File: src/hw/rtl/ffpa_pkg.sv
// Shared types and constants for the first-fit partition allocator.
`timescale 1ns / 1ps

package ffpa_pkg;

  // Request opcodes
  localparam logic OP_ALLOC = 1'b0;
  localparam logic OP_FREE  = 1'b1;

  // Configuration register indexes
  localparam int unsigned CFG_IDX_BITS = 2;
  localparam logic [CFG_IDX_BITS-1:0] REG_TOTAL_SIZE    = 2'd0;
  localparam logic [CFG_IDX_BITS-1:0] REG_MIN_REMAINDER = 2'd1;

  // Register reset values
  localparam logic [15:0] DEFAULT_TOTAL  = 16'd1024;
  localparam logic [15:0] DEFAULT_MINREM = 16'd16;

  // Result status codes
  typedef enum logic [2:0] {
    ST_OK        = 3'd0,
    ST_NO_MEM    = 3'd1,
    ST_NOT_FOUND = 3'd2,
    ST_BAD_SIZE  = 3'd3,
    ST_FULL      = 3'd4
  } status_t;

  // Shared arithmetic unit operation
  typedef enum logic {
    ALU_ADD = 1'b0,
    ALU_SUB = 1'b1
  } alu_op_t;

endpackage

File: src/hw/rtl/ffpa_ram.sv
// Generic single-write, single-read RAM with registered read data.
`timescale 1ns / 1ps

module ffpa_ram #(
  parameter int WIDTH = 32,
  parameter int DEPTH = 32
) (
  input  logic                                  clk,
  input  logic                                  we,
  input  logic [(DEPTH > 1 ? $clog2(DEPTH) : 1)-1:0] waddr,
  input  logic [WIDTH-1:0]                      wdata,
  input  logic [(DEPTH > 1 ? $clog2(DEPTH) : 1)-1:0] raddr,
  output logic [WIDTH-1:0]                      rdata
);

  logic [WIDTH-1:0] mem [DEPTH];

  // write port and registered read port
  always_ff @(posedge clk) begin
    if (we) begin
      mem[waddr] <= wdata;
    end
    rdata <= mem[raddr];
  end

endmodule

File: src/hw/rtl/ffpa_alu.sv
// Shared add/subtract unit with carry-based compare and equality check.
`timescale 1ns / 1ps

module ffpa_alu import ffpa_pkg::*; #(
  parameter int W = 17
) (
  input  alu_op_t      op,
  input  logic [W-1:0] a,
  input  logic [W-1:0] b,
  input  logic [W-1:0] c,
  output logic [W:0]   res,
  output logic         ge,
  output logic         eq
);

  // a + b, or a - b as a + ~b + 1 with the carry kept
  assign res = (op == ALU_SUB) ? ({1'b0, a} + {1'b0, ~b} + (W+1)'(1))
                               : ({1'b0, a} + {1'b0, b});
  // carry out of a subtract: a >= b
  assign ge  = res[W];
  assign eq  = (res[W-1:0] == c);

endmodule

File: src/hw/rtl/first_fit_partition_allocator_unit.sv
// Top level: first-fit partition allocator with hole merging and compaction.
//
//   channel | direction | handshake          | beat contents
//   cfg     | in        | cfg_we             | cfg_index, cfg_data
//   in      | in        | in_valid/in_ready  | op, target_id, alloc_size
//   out     | out       | out_valid/out_ready| status, block_id, start_address,
//           |           |                    | granted_size, compacted
//
// One request at a time; in_ready is high only while the sequencer idles.
// Allocate: a scan of the holes plus a shift of the entries behind a dropped
// hole; a compaction adds an insertion sort of the used table by start
// address and a repack of every used entry.
// Free: a search of the used and hole tables and a shift of entries.
// All table traffic goes through one RAM port pair per table, and the size and
// address arithmetic on table entries goes through the one shared arithmetic unit.
// After reset or a nonzero total_size write, the S_INIT state rebuilds the single hole.
// A finished result waits in the output register; a new beat is taken meanwhile.
`timescale 1ns / 1ps

module first_fit_partition_allocator_unit import ffpa_pkg::*; #(
  parameter int FREE_SLOTS = 32,
  parameter int USED_SLOTS = 32,
  parameter int ADDR_BITS  = 16
) (
  input  logic                    clk,
  input  logic                    rst,
  input  logic                    cfg_we,
  input  logic [CFG_IDX_BITS-1:0] cfg_index,
  input  logic [15:0]             cfg_data,
  input  logic                    in_valid,
  output logic                    in_ready,
  input  logic                    op,
  input  logic [15:0]             target_id,
  input  logic [15:0]             alloc_size,
  output logic                    out_valid,
  input  logic                    out_ready,
  output logic [2:0]              status,
  output logic [15:0]             block_id,
  output logic [15:0]             start_address,
  output logic [15:0]             granted_size,
  output logic                    compacted
);

  localparam int A   = ADDR_BITS;
  localparam int W   = (A > 16 ? A : 16) + 1;
  localparam int FIB = $clog2(FREE_SLOTS);
  localparam int UIB = USED_SLOTS > 1 ? $clog2(USED_SLOTS) : 1;
  localparam int FCB = $clog2(FREE_SLOTS + 1);
  localparam int UCB = $clog2(USED_SLOTS + 1);
  localparam int CW  = (FCB > UCB ? FCB : UCB) + 1;
  localparam int FEW = 2 * A;
  localparam int UEW = 16 + 2 * A;
  localparam logic [W-1:0] AMASK = W'((64'd1 << ADDR_BITS) - 64'd1);
  localparam logic [15:0] RESET_TOTAL =
    (W'(DEFAULT_TOTAL) > AMASK) ? 16'(AMASK) : DEFAULT_TOTAL;

  typedef enum logic [31:0] {
    S_INIT       = 32'h0000_0001,
    S_IDLE       = 32'h0000_0002,
    S_A_START    = 32'h0000_0004,
    S_A_SCAN_RD  = 32'h0000_0008,
    S_A_SCAN_CMP = 32'h0000_0010,
    S_A_SCAN_ADD = 32'h0000_0020,
    S_A_NOFIT    = 32'h0000_0040,
    S_C_SORT_RD  = 32'h0000_0080,
    S_C_KEY      = 32'h0000_0100,
    S_C_INS_RD   = 32'h0000_0200,
    S_C_INS_CMP  = 32'h0000_0400,
    S_C_PACK_RD  = 32'h0000_0800,
    S_C_PACK_WR  = 32'h0000_1000,
    S_A_SPLIT_SUB= 32'h0000_2000,
    S_A_SPLIT_CMP= 32'h0000_4000,
    S_A_SPLIT_WR = 32'h0000_8000,
    S_FDROP_RD   = 32'h0001_0000,
    S_FDROP_WR   = 32'h0002_0000,
    S_A_USED_WR  = 32'h0004_0000,
    S_F_URD      = 32'h0008_0000,
    S_F_UCMP     = 32'h0010_0000,
    S_F_KRD      = 32'h0020_0000,
    S_F_KCMP     = 32'h0040_0000,
    S_F_LEFT     = 32'h0080_0000,
    S_F_RIGHT    = 32'h0100_0000,
    S_F_MERGE    = 32'h0200_0000,
    S_F_BOTH2    = 32'h0400_0000,
    S_F_INS_RD   = 32'h0800_0000,
    S_F_INS_WR   = 32'h1000_0000,
    S_F_UDEL_RD  = 32'h2000_0000,
    S_F_UDEL_WR  = 32'h4000_0000,
    S_DONE       = 32'h8000_0000
  } state_t;

  state_t state;

  // config and counters
  logic [15:0]    total_size, min_rem, next_ident;
  logic [FCB-1:0] fc;
  logic [UCB-1:0] uc;

  // per-request working registers
  logic           op_q, left_q, right_q, pack_flag;
  logic [15:0]    id_q, req_q;
  logic [CW-1:0]  idx, jdx, kpos, upos;
  logic [W-1:0]   sum, base, acc;
  logic [A-1:0]   st, ln, diff, prev_st, prev_ln, nxt_st, nxt_ln;
  logic [UEW-1:0] key;

  // pending result
  status_t        r_status;
  logic [15:0]    r_start, r_size;
  logic           r_packed;

  // output register
  status_t        o_status;
  logic [15:0]    o_id, o_start, o_size;
  logic           o_packed;

  // table RAM ports
  logic           f_we, u_we;
  logic [FIB-1:0] f_waddr, f_raddr;
  logic [UIB-1:0] u_waddr, u_raddr;
  logic [FEW-1:0] f_wdata, f_rdata;
  logic [UEW-1:0] u_wdata, u_rdata;

  // shared arithmetic unit
  alu_op_t        alu_op;
  logic [W-1:0]   alu_a, alu_b, alu_c;
  logic [W:0]     alu_res;
  logic           alu_ge, alu_eq;

  logic [CW-1:0]  idx_p1, idx_m1, jdx_m1;
  logic [A-1:0]   f_rst, f_rln, u_rst, u_rln, key_st;
  logic [15:0]    u_rid;
  logic           greater;
  logic           cfg_reinit, load_out;

  assign idx_p1 = idx + CW'(1);
  assign idx_m1 = idx - CW'(1);
  assign jdx_m1 = jdx - CW'(1);
  assign f_rst  = f_rdata[FEW-1:A];
  assign f_rln  = f_rdata[A-1:0];
  assign u_rid  = u_rdata[UEW-1:FEW];
  assign u_rst  = u_rdata[FEW-1:A];
  assign u_rln  = u_rdata[A-1:0];
  assign key_st = key[FEW-1:A];
  assign greater = alu_ge && !alu_eq;

  // a nonzero total_size write rebuilds the tables
  assign cfg_reinit = cfg_we && (cfg_index == REG_TOTAL_SIZE) && (cfg_data != '0);
  // finished result moves into the output register
  assign load_out   = (state == S_DONE) && (!out_valid || out_ready) && !cfg_reinit;

  ffpa_ram #(.WIDTH(FEW), .DEPTH(FREE_SLOTS)) u_free_ram (
    .clk(clk), .we(f_we), .waddr(f_waddr), .wdata(f_wdata),
    .raddr(f_raddr), .rdata(f_rdata)
  );

  ffpa_ram #(.WIDTH(UEW), .DEPTH(USED_SLOTS)) u_used_ram (
    .clk(clk), .we(u_we), .waddr(u_waddr), .wdata(u_wdata),
    .raddr(u_raddr), .rdata(u_rdata)
  );

  ffpa_alu #(.W(W)) u_alu (
    .op(alu_op), .a(alu_a), .b(alu_b), .c(alu_c),
    .res(alu_res), .ge(alu_ge), .eq(alu_eq)
  );

  // RAM and arithmetic unit steering
  always_comb begin
    f_we = 1'b0; f_waddr = '0; f_wdata = '0; f_raddr = '0;
    u_we = 1'b0; u_waddr = '0; u_wdata = '0; u_raddr = '0;
    alu_op = ALU_ADD; alu_a = '0; alu_b = '0; alu_c = '0;
    unique case (state)
      S_INIT: begin
        f_we = 1'b1;
        f_wdata = {A'(0), A'(total_size)};
      end
      S_A_SCAN_RD: f_raddr = idx[FIB-1:0];
      S_A_SCAN_CMP: begin
        alu_op = ALU_SUB; alu_a = W'(f_rln); alu_b = W'(req_q);
      end
      S_A_SCAN_ADD: begin
        alu_a = sum; alu_b = W'(ln);
      end
      S_A_NOFIT: begin
        alu_op = ALU_SUB; alu_a = sum; alu_b = W'(req_q);
      end
      S_C_SORT_RD: u_raddr = idx[UIB-1:0];
      S_C_INS_RD: begin
        if (jdx == '0) begin
          u_we = 1'b1; u_waddr = '0; u_wdata = key;
        end else begin
          u_raddr = jdx_m1[UIB-1:0];
        end
      end
      S_C_INS_CMP: begin
        alu_op = ALU_SUB; alu_a = W'(u_rst); alu_b = W'(key_st);
        u_we = 1'b1; u_waddr = jdx[UIB-1:0];
        u_wdata = greater ? u_rdata : key;
      end
      S_C_PACK_RD: begin
        if (idx == CW'(uc)) begin
          f_we = 1'b1; f_wdata = {A'(0), A'(sum)};
        end else begin
          u_raddr = idx[UIB-1:0];
        end
      end
      S_C_PACK_WR: begin
        alu_a = base; alu_b = W'(u_rln);
        u_we = 1'b1; u_waddr = idx[UIB-1:0];
        u_wdata = {u_rid, A'(base), u_rln};
      end
      S_A_SPLIT_SUB: begin
        alu_op = ALU_SUB; alu_a = W'(ln); alu_b = W'(req_q);
      end
      S_A_SPLIT_CMP: begin
        alu_op = ALU_SUB; alu_a = W'(min_rem); alu_b = W'(diff);
      end
      S_A_SPLIT_WR: begin
        alu_a = W'(st); alu_b = W'(req_q);
        f_we = 1'b1; f_waddr = kpos[FIB-1:0];
        f_wdata = {A'(alu_res), diff};
      end
      S_FDROP_RD: f_raddr = idx_p1[FIB-1:0];
      S_FDROP_WR: begin
        f_we = 1'b1; f_waddr = idx[FIB-1:0]; f_wdata = f_rdata;
      end
      S_A_USED_WR: begin
        u_we = 1'b1; u_waddr = uc[UIB-1:0]; u_wdata = {id_q, st, ln};
      end
      S_F_URD: u_raddr = idx[UIB-1:0];
      S_F_UCMP: begin
        alu_a = W'(u_rid); alu_c = W'(id_q);
      end
      S_F_KRD: f_raddr = idx[FIB-1:0];
      S_F_KCMP: begin
        alu_op = ALU_SUB; alu_a = W'(f_rst); alu_b = W'(st);
      end
      S_F_LEFT: begin
        alu_a = W'(prev_st); alu_b = W'(prev_ln); alu_c = W'(st);
      end
      S_F_RIGHT: begin
        alu_a = W'(st); alu_b = W'(ln); alu_c = W'(nxt_st);
      end
      S_F_MERGE: begin
        if (left_q) begin
          alu_a = W'(prev_ln); alu_b = W'(ln);
          if (!right_q) begin
            f_we = 1'b1; f_waddr = idx_m1[FIB-1:0];
            f_wdata = {prev_st, A'(alu_res)};
          end
        end else if (right_q) begin
          alu_a = W'(nxt_ln); alu_b = W'(ln);
          f_we = 1'b1; f_waddr = idx[FIB-1:0];
          f_wdata = {st, A'(alu_res)};
        end
      end
      S_F_BOTH2: begin
        alu_a = acc; alu_b = W'(nxt_ln);
        f_we = 1'b1; f_waddr = idx_m1[FIB-1:0];
        f_wdata = {prev_st, A'(alu_res)};
      end
      S_F_INS_RD: begin
        if (idx == kpos) begin
          f_we = 1'b1; f_waddr = kpos[FIB-1:0]; f_wdata = {st, ln};
        end else begin
          f_raddr = idx_m1[FIB-1:0];
        end
      end
      S_F_INS_WR: begin
        f_we = 1'b1; f_waddr = idx[FIB-1:0]; f_wdata = f_rdata;
      end
      S_F_UDEL_RD: u_raddr = idx_p1[UIB-1:0];
      S_F_UDEL_WR: begin
        u_we = 1'b1; u_waddr = idx[UIB-1:0]; u_wdata = u_rdata;
      end
      default: ;
    endcase
  end

  // sequencer
  always_ff @(posedge clk) begin
    if (rst) begin
      state      <= S_INIT;
      total_size <= RESET_TOTAL;
      min_rem    <= DEFAULT_MINREM;
      next_ident <= '0;
      fc         <= '0;
      uc         <= '0;
      out_valid  <= 1'b0;
    end else begin
      // output beat handshake
      if (load_out) begin
        out_valid <= 1'b1;
      end else if (out_valid && out_ready) begin
        out_valid <= 1'b0;
      end

      // register writes
      if (cfg_we) begin
        unique case (cfg_index)
          REG_TOTAL_SIZE: begin
            if (cfg_data != '0) begin
              total_size <= (W'(cfg_data) > AMASK) ? 16'(AMASK) : cfg_data;
            end
          end
          REG_MIN_REMAINDER: min_rem <= cfg_data;
          default: ;
        endcase
      end

      if (cfg_reinit) begin
        state <= S_INIT;
      end else begin
        unique case (state)
          S_INIT: begin
            fc    <= FCB'(1);
            uc    <= '0;
            state <= S_IDLE;
          end
          S_IDLE: begin
            if (in_valid) begin
              op_q  <= op;
              req_q <= alloc_size;
              idx   <= '0;
              if (op == OP_ALLOC) begin
                next_ident <= next_ident + 16'd1;
                id_q       <= next_ident + 16'd1;
                state      <= S_A_START;
              end else begin
                id_q  <= target_id;
                state <= S_F_URD;
              end
            end
          end
          S_A_START: begin
            pack_flag <= 1'b0;
            sum       <= '0;
            r_start <= '0; r_size <= '0; r_packed <= 1'b0;
            if (req_q == '0) begin
              r_status <= ST_BAD_SIZE; state <= S_DONE;
            end else if (CW'(uc) == CW'(USED_SLOTS)) begin
              r_status <= ST_FULL; state <= S_DONE;
            end else begin
              state <= S_A_SCAN_RD;
            end
          end
          S_A_SCAN_RD: begin
            state <= (idx == CW'(fc)) ? S_A_NOFIT : S_A_SCAN_CMP;
          end
          S_A_SCAN_CMP: begin
            st <= f_rst;
            ln <= f_rln;
            if (alu_ge) begin
              kpos  <= idx;
              state <= S_A_SPLIT_SUB;
            end else begin
              state <= S_A_SCAN_ADD;
            end
          end
          S_A_SCAN_ADD: begin
            sum   <= W'(alu_res);
            idx   <= idx_p1;
            state <= S_A_SCAN_RD;
          end
          S_A_NOFIT: begin
            if (!alu_ge) begin
              r_status <= ST_NO_MEM; state <= S_DONE;
            end else begin
              pack_flag <= 1'b1;
              idx       <= CW'(1);
              state     <= S_C_SORT_RD;
            end
          end
          // insertion sort of the used table by start address
          S_C_SORT_RD: begin
            if (idx >= CW'(uc)) begin
              base  <= sum;
              idx   <= '0;
              state <= S_C_PACK_RD;
            end else begin
              state <= S_C_KEY;
            end
          end
          S_C_KEY: begin
            key   <= u_rdata;
            jdx   <= idx;
            state <= S_C_INS_RD;
          end
          S_C_INS_RD: begin
            if (jdx == '0) begin
              idx   <= idx_p1;
              state <= S_C_SORT_RD;
            end else begin
              state <= S_C_INS_CMP;
            end
          end
          S_C_INS_CMP: begin
            if (greater) begin
              jdx   <= jdx_m1;
              state <= S_C_INS_RD;
            end else begin
              idx   <= idx_p1;
              state <= S_C_SORT_RD;
            end
          end
          // repack used blocks above the merged hole
          S_C_PACK_RD: begin
            if (idx == CW'(uc)) begin
              fc    <= FCB'(1);
              kpos  <= '0;
              st    <= '0;
              ln    <= A'(sum);
              state <= S_A_SPLIT_SUB;
            end else begin
              state <= S_C_PACK_WR;
            end
          end
          S_C_PACK_WR: begin
            base  <= W'(alu_res);
            idx   <= idx_p1;
            state <= S_C_PACK_RD;
          end
          S_A_SPLIT_SUB: begin
            diff  <= A'(alu_res);
            state <= S_A_SPLIT_CMP;
          end
          S_A_SPLIT_CMP: begin
            if (alu_ge) begin
              idx   <= kpos;
              state <= S_FDROP_RD;
            end else begin
              state <= S_A_SPLIT_WR;
            end
          end
          S_A_SPLIT_WR: begin
            ln    <= A'(req_q);
            state <= S_A_USED_WR;
          end
          // close the gap left by a removed hole
          S_FDROP_RD: begin
            if (idx_p1 >= CW'(fc)) begin
              fc <= fc - FCB'(1);
              if (op_q == OP_ALLOC) begin
                state <= S_A_USED_WR;
              end else begin
                idx   <= upos;
                state <= S_F_UDEL_RD;
              end
            end else begin
              state <= S_FDROP_WR;
            end
          end
          S_FDROP_WR: begin
            idx   <= idx_p1;
            state <= S_FDROP_RD;
          end
          S_A_USED_WR: begin
            uc       <= uc + UCB'(1);
            r_status <= ST_OK;
            r_start  <= 16'(st);
            r_size   <= 16'(ln);
            r_packed <= pack_flag;
            state    <= S_DONE;
          end
          // free: look up the ident
          S_F_URD: begin
            r_start <= '0; r_size <= '0; r_packed <= 1'b0;
            if (idx == CW'(uc)) begin
              r_status <= ST_NOT_FOUND; state <= S_DONE;
            end else begin
              state <= S_F_UCMP;
            end
          end
          S_F_UCMP: begin
            if (alu_eq) begin
              st    <= u_rst;
              ln    <= u_rln;
              upos  <= idx;
              idx   <= '0;
              state <= S_F_KRD;
            end else begin
              idx   <= idx_p1;
              state <= S_F_URD;
            end
          end
          // find the first hole at or above the block
          S_F_KRD: begin
            state <= (idx == CW'(fc)) ? S_F_LEFT : S_F_KCMP;
          end
          S_F_KCMP: begin
            if (alu_ge) begin
              nxt_st <= f_rst;
              nxt_ln <= f_rln;
              state  <= S_F_LEFT;
            end else begin
              prev_st <= f_rst;
              prev_ln <= f_rln;
              idx     <= idx_p1;
              state   <= S_F_KRD;
            end
          end
          S_F_LEFT: begin
            left_q <= (idx != '0) && alu_eq;
            state  <= S_F_RIGHT;
          end
          S_F_RIGHT: begin
            right_q <= (idx < CW'(fc)) && alu_eq;
            state   <= S_F_MERGE;
          end
          S_F_MERGE: begin
            if (!left_q && !right_q && CW'(fc) == CW'(FREE_SLOTS)) begin
              r_status <= ST_FULL; state <= S_DONE;
            end else if (left_q && right_q) begin
              acc   <= W'(alu_res);
              state <= S_F_BOTH2;
            end else if (left_q || right_q) begin
              idx   <= upos;
              state <= S_F_UDEL_RD;
            end else begin
              kpos  <= idx;
              idx   <= CW'(fc);
              state <= S_F_INS_RD;
            end
          end
          S_F_BOTH2: begin
            state <= S_FDROP_RD;
          end
          // open a slot for a new hole
          S_F_INS_RD: begin
            if (idx == kpos) begin
              fc    <= fc + FCB'(1);
              idx   <= upos;
              state <= S_F_UDEL_RD;
            end else begin
              state <= S_F_INS_WR;
            end
          end
          S_F_INS_WR: begin
            idx   <= idx_m1;
            state <= S_F_INS_RD;
          end
          // remove the freed entry from the used table
          S_F_UDEL_RD: begin
            if (idx_p1 >= CW'(uc)) begin
              uc       <= uc - UCB'(1);
              r_status <= ST_OK;
              r_start  <= 16'(st);
              r_size   <= 16'(ln);
              r_packed <= 1'b0;
              state    <= S_DONE;
            end else begin
              state <= S_F_UDEL_WR;
            end
          end
          S_F_UDEL_WR: begin
            idx   <= idx_p1;
            state <= S_F_UDEL_RD;
          end
          S_DONE: begin
            if (load_out) begin
              o_status <= r_status;
              o_id     <= id_q;
              o_start  <= r_start;
              o_size   <= r_size;
              o_packed <= r_packed;
              state    <= S_IDLE;
            end
          end
          default: state <= S_INIT;
        endcase
      end
    end
  end

  assign in_ready      = (state == S_IDLE) && !cfg_reinit;
  assign status        = o_status;
  assign block_id      = o_id;
  assign start_address = o_start;
  assign granted_size  = o_size;
  assign compacted     = o_packed;

  // table counts stay within capacity
  a_free_cap: assert property (@(posedge clk) disable iff (rst)
    CW'(fc) <= CW'(FREE_SLOTS))
    else $error("free count over capacity");

  a_used_cap: assert property (@(posedge clk) disable iff (rst)
    CW'(uc) <= CW'(USED_SLOTS))
    else $error("used count over capacity");

  // an accepted request makes the block busy
  a_busy: assert property (@(posedge clk) disable iff (rst)
    (in_valid && in_ready) |=> !in_ready)
    else $error("ready after accept");

  // each allocate request advances the ident counter by one
  a_ident: assert property (@(posedge clk) disable iff (rst)
    (in_valid && in_ready && op == OP_ALLOC) |=>
      next_ident == 16'($past(next_ident) + 16'd1))
    else $error("ident counter did not advance");

endmodule

File: config.mk
export PLATFORM = sky130hd
export DESIGN_NAME = first_fit_partition_allocator_unit
export DESIGN_NICKNAME = d
export VERILOG_FILES = /design/src/hw/rtl/ffpa_pkg.sv /design/src/hw/rtl/ffpa_ram.sv /design/src/hw/rtl/ffpa_alu.sv /design/src/hw/rtl/first_fit_partition_allocator_unit.sv
export SDC_FILE = /design/constraint.sdc
export NUM_CORES = 2
export LEC_CHECK = 0
export ABC_AREA = 1
export BUFFER_PORTS_ARGS = -buffer_cell sky130_fd_sc_hd__buf_2
export CORE_UTILIZATION = 35
export DETAILED_ROUTE_END_ITERATION = 8
export GPL_ROUTABILITY_DRIVEN = 0
export PLACE_DENSITY = 0.51
export SLEW_MARGIN = 20
export SYNTH_ARGS = -nofsm -noshare
export SYNTH_HDL_FRONTEND = slang
export SYNTH_SLANG_ARGS = --single-unit
File: constraint.sdc
create_clock -name clk -period 8.4 [get_ports clk]
set_clock_uncertainty 0.15 [all_clocks]
set_input_delay 1.26 -clock clk [delete_from_list [all_inputs] [get_ports clk]]
set_output_delay 1.26 -clock clk [all_outputs]
set_load 0.02 [all_outputs]
==> metrics.md <==
| Metric | Value |
|---|---|
| Synth Net Count | 10.66k |
| M1 GR Usage | 0.3278 |
| Pwr/cell area | 214.3 mW/mm^2 |
| Worst setup SP type | flip-flop |
| Largest net degree at the start of global routing | 202 |
| Final Instance Area | 0.1481 sq mm |
| Die Wd | 610.8 microns |
| Leading area contributor after synthesis | edfxtp_1 |
| Antenna-violating nets left | 0 |
| Path depth of the worst reg2reg path | 35 |
| Count of final hold-check violations | 0 |
| Avg Cell Area, Syn | 12.32 sq um |
| Max_cap viols | 0 |
| Period minus WS final | 8.062 ns |
| Post-synth EDFFs | 2,923 |
| Max stage delay on crit path | 0.56 ns |
| Relative slew slack | 0.1998 |
| Final worst-path cycle share | 0.9598 |
| Hold crit path type | flip-flop to flip-flop |
| Final WS setup | 0.3379 ns |
| Port Buffer Count | 109 |
| Iter 0 DRT Violations | 12.25k |
| Total Power | 31,740 uW |
| Crit path from | state[10] |
| Drt pass-1 iters | 9 |
| Fmax | 0.1240 GHz |
| WL/cell | 29.37 microns |
| Fill cell count | 34.60k |
| Area Growth Syn to Fin | 14.17% |
| Sequential area share after synthesis | 0.7034 |
| Total CTS buffers | 328 |
| Die Footprint | 0.3731 sq mm |
| Ys flop type | edfxtp_1 |
| Required @ worst endpoint | 8.92 ns |
| Leak | 0.04667 uW |
| Initial core utilization | 0.3517 |
| Yosys warning total | 0 |
| Slowest CP cell | a2111oi_1 |
| Initial antenna violation count | 33 |
| Critical path peak fanout | 32 |
| Grt ovf | 0 |
| Synth top area share | 0.6767 |
| Synth cell types | 68 |
| Non-Filler Instances | 15.82k |
| RSZ-0062 raised after global routing | false |
| Crit end category | flip-flop |
| Setup TNS | 0 ns |
| VDD IR-drop max | 0.1764 mV |
| Top Ports | 110 |
| Hold path startpoint | r_size[7] |
| Hpwl dp | 267,600 microns |
| Clock root buffer | clkbuf_16 |
| Ys async rst share | 0 |
| Placed insts | 15.20k |
| Most used cell, CP | nand2_1 |
| Max Buffers Root-to-Sink | 4 |
| Met2 Usage GRT | 0.3601 |
| GRT Util Overall | 0.2402 |
| Top cells by area, synth | edfxtp_1 (68%), nand2_1 (4.5%), o211ai_1 (4.1%) |
| Register bit total from synthesis | 3,096 |
| First-pass GRT wire length | 647,000 microns |
| DRT Wirelength | 464,500 microns |
| Slew @ Worst Pin | 1.189 ns |
| Die height | 610.8 microns |
| Final setup vio count | 0 |
| Pins Over Slew Limit | 0 |
| Critical path class | flip-flop to flip-flop |
| Post-DR vias/cell | 5.768 |
| Top Usage Layer GRT | met2 |
| Fin nets | 10.72k |
| Leading cell types in the layout, fill and taps excluded | edfxtp_1 (2,923), nand2_1 (1,554), nor2_1 (1,228) |
| Placed Area | 0.1375 sq mm |
| DRC errors left | 122 |
| GR Layer Usage met3 | 0.05916 |
| Site row count | 223 |
| Vias | 91.23k |
| H-tree levels | 5 |
| Run status | complete, but fails checks |
| Clock sink count | 3,096 |
| Post-cts resize count | 0 |
| Crit path DAT | 8.59 ns |
| Most common cell after layout, fill and taps aside | edfxtp_1 |
| Share of cells above drive strength 1 | 0.1402 |
| CTS tree | done |
| Post-CTS Setup Bufs | 0 |
| Synthesized cell area | 0.1297 sq mm |
| Failing checks | design-rule violations |
| Cell count after synthesis | 10.53k |
| Clk pin slew, worst setup/hold paths | 0.06 ns |
| Worst skew pair latency | 0.93 ns |
| Vias in the first global route | 85.88k |
| Min-Delay Path Depth | 0 |
| Worst slack, placed | 0.3005 ns |
| R2r startpoint | state[10] |
| Core ar. | 0.3689 sq mm |
| Cts hold-fix bufs | 0 |
[layout make-up]
class	instances	area (sq um)	share of cell area
inverters	498	1899	0.01282
diodes	12	30.03	0.0002028
multi-input cells	6270	34910	0.2357
repair buffers	392	3500	0.02363
well taps	4950	6193	0.04182
clock buffers	450	9099	0.06144
clock inverters	148	1230	0.008305
flip-flops and latches	3096	91240	0.6160
[Yosys cell counts (all sizes together) (5+ instances only)]
master / instances
clkbuf: 495
a22o: 5
xnor2: 13
a21oi: 499
buf: 172
a211oi: 18
a32oi: 136
nand3b: 5
inv: 478
or2: 402
a21boi: 5
edfxtp: 2923
o21ai: 318
nor3: 49
dfxtp: 173
o31ai: 196
o311ai: 192
a2111oi: 6
clkinv: 20
o22ai: 95
o211ai: 706
nand3: 230
nor4: 28
nor2: 1336
o2111ai: 7
nand2: 1613
a221oi: 105
ha: 72
a22oi: 11
nand4: 52
a31oi: 84
o221ai: 24
xor2: 32
[per-layer routing]
layer  vias to the layer above  routed length (microns)  part of all wire
li1                      39092                        -                 -
met1                     45898                   191300              0.41
met2                      4963                   201400              0.43
met3                      1242                    46870              0.10
met4                        30                    24690             0.053
met5                         -                      312           0.00067
[final timing paths]
path                                         endpoint  slack, ns
worst min-delay path                  granted_size[7]       0.25
worst min register to register        granted_size[7]       0.25
worst max-delay path            u_used_ram.mem[7][30]       0.34
worst max register to register  u_used_ram.mem[7][30]       0.34
[flip-flops by register name (all words and copies together) (netlist names), 17 cells and up]
| name | cells |
|---|---|
| acc | 17 |
| base | 17 |
| key | 48 |
| state | 32 |
| sum | 17 |
| u_free_ram.mem | 1024 |
| u_free_ram.rdata | 32 |
| u_used_ram.mem | 1536 |
| u_used_ram.rdata | 48 |
[report_power, final]
group	internal [uW]	switching (uW)
Clock	8040	6130
Combinational	144	479
Sequential	16800	153
[logic make-up after synthesis]
family,Yosys count,share of synthesized area
and+or+nand+nor,3720,0.1229
DFF,3096,0.7034
AOI/OAI and AO/OA,2426,0.1279
buffers and inverters,1165,0.03506
adders and majority gates,76,0.007562
xor gates and xnor gates,45,0.003038
muxes,3,0.0002604
[worst max-delay path, delay by kind of cell, from the launching register on]
kind                       cells  cell delay [ns]
buffers and inverters          5             1.58
adders and majority gates      1             0.30
DFF                            1             0.39
and+or+nand+nor               22             3.37
AOI/OAI and AO/OA              7             1.98
[through the flow]
stage | hold slack [ns] | utilization
after global routing | 0.2508 | 0.4014
after CTS | 0.2449 | 0.4008
after floorplan | 0.2503 | -
after detailed placement | 0.2545 | 0.3728
final | 0.2472 | 0.4015
after global placement | 0.2552 | 0.3726
No activity file was read; power rests on OpenSTA's default activity.
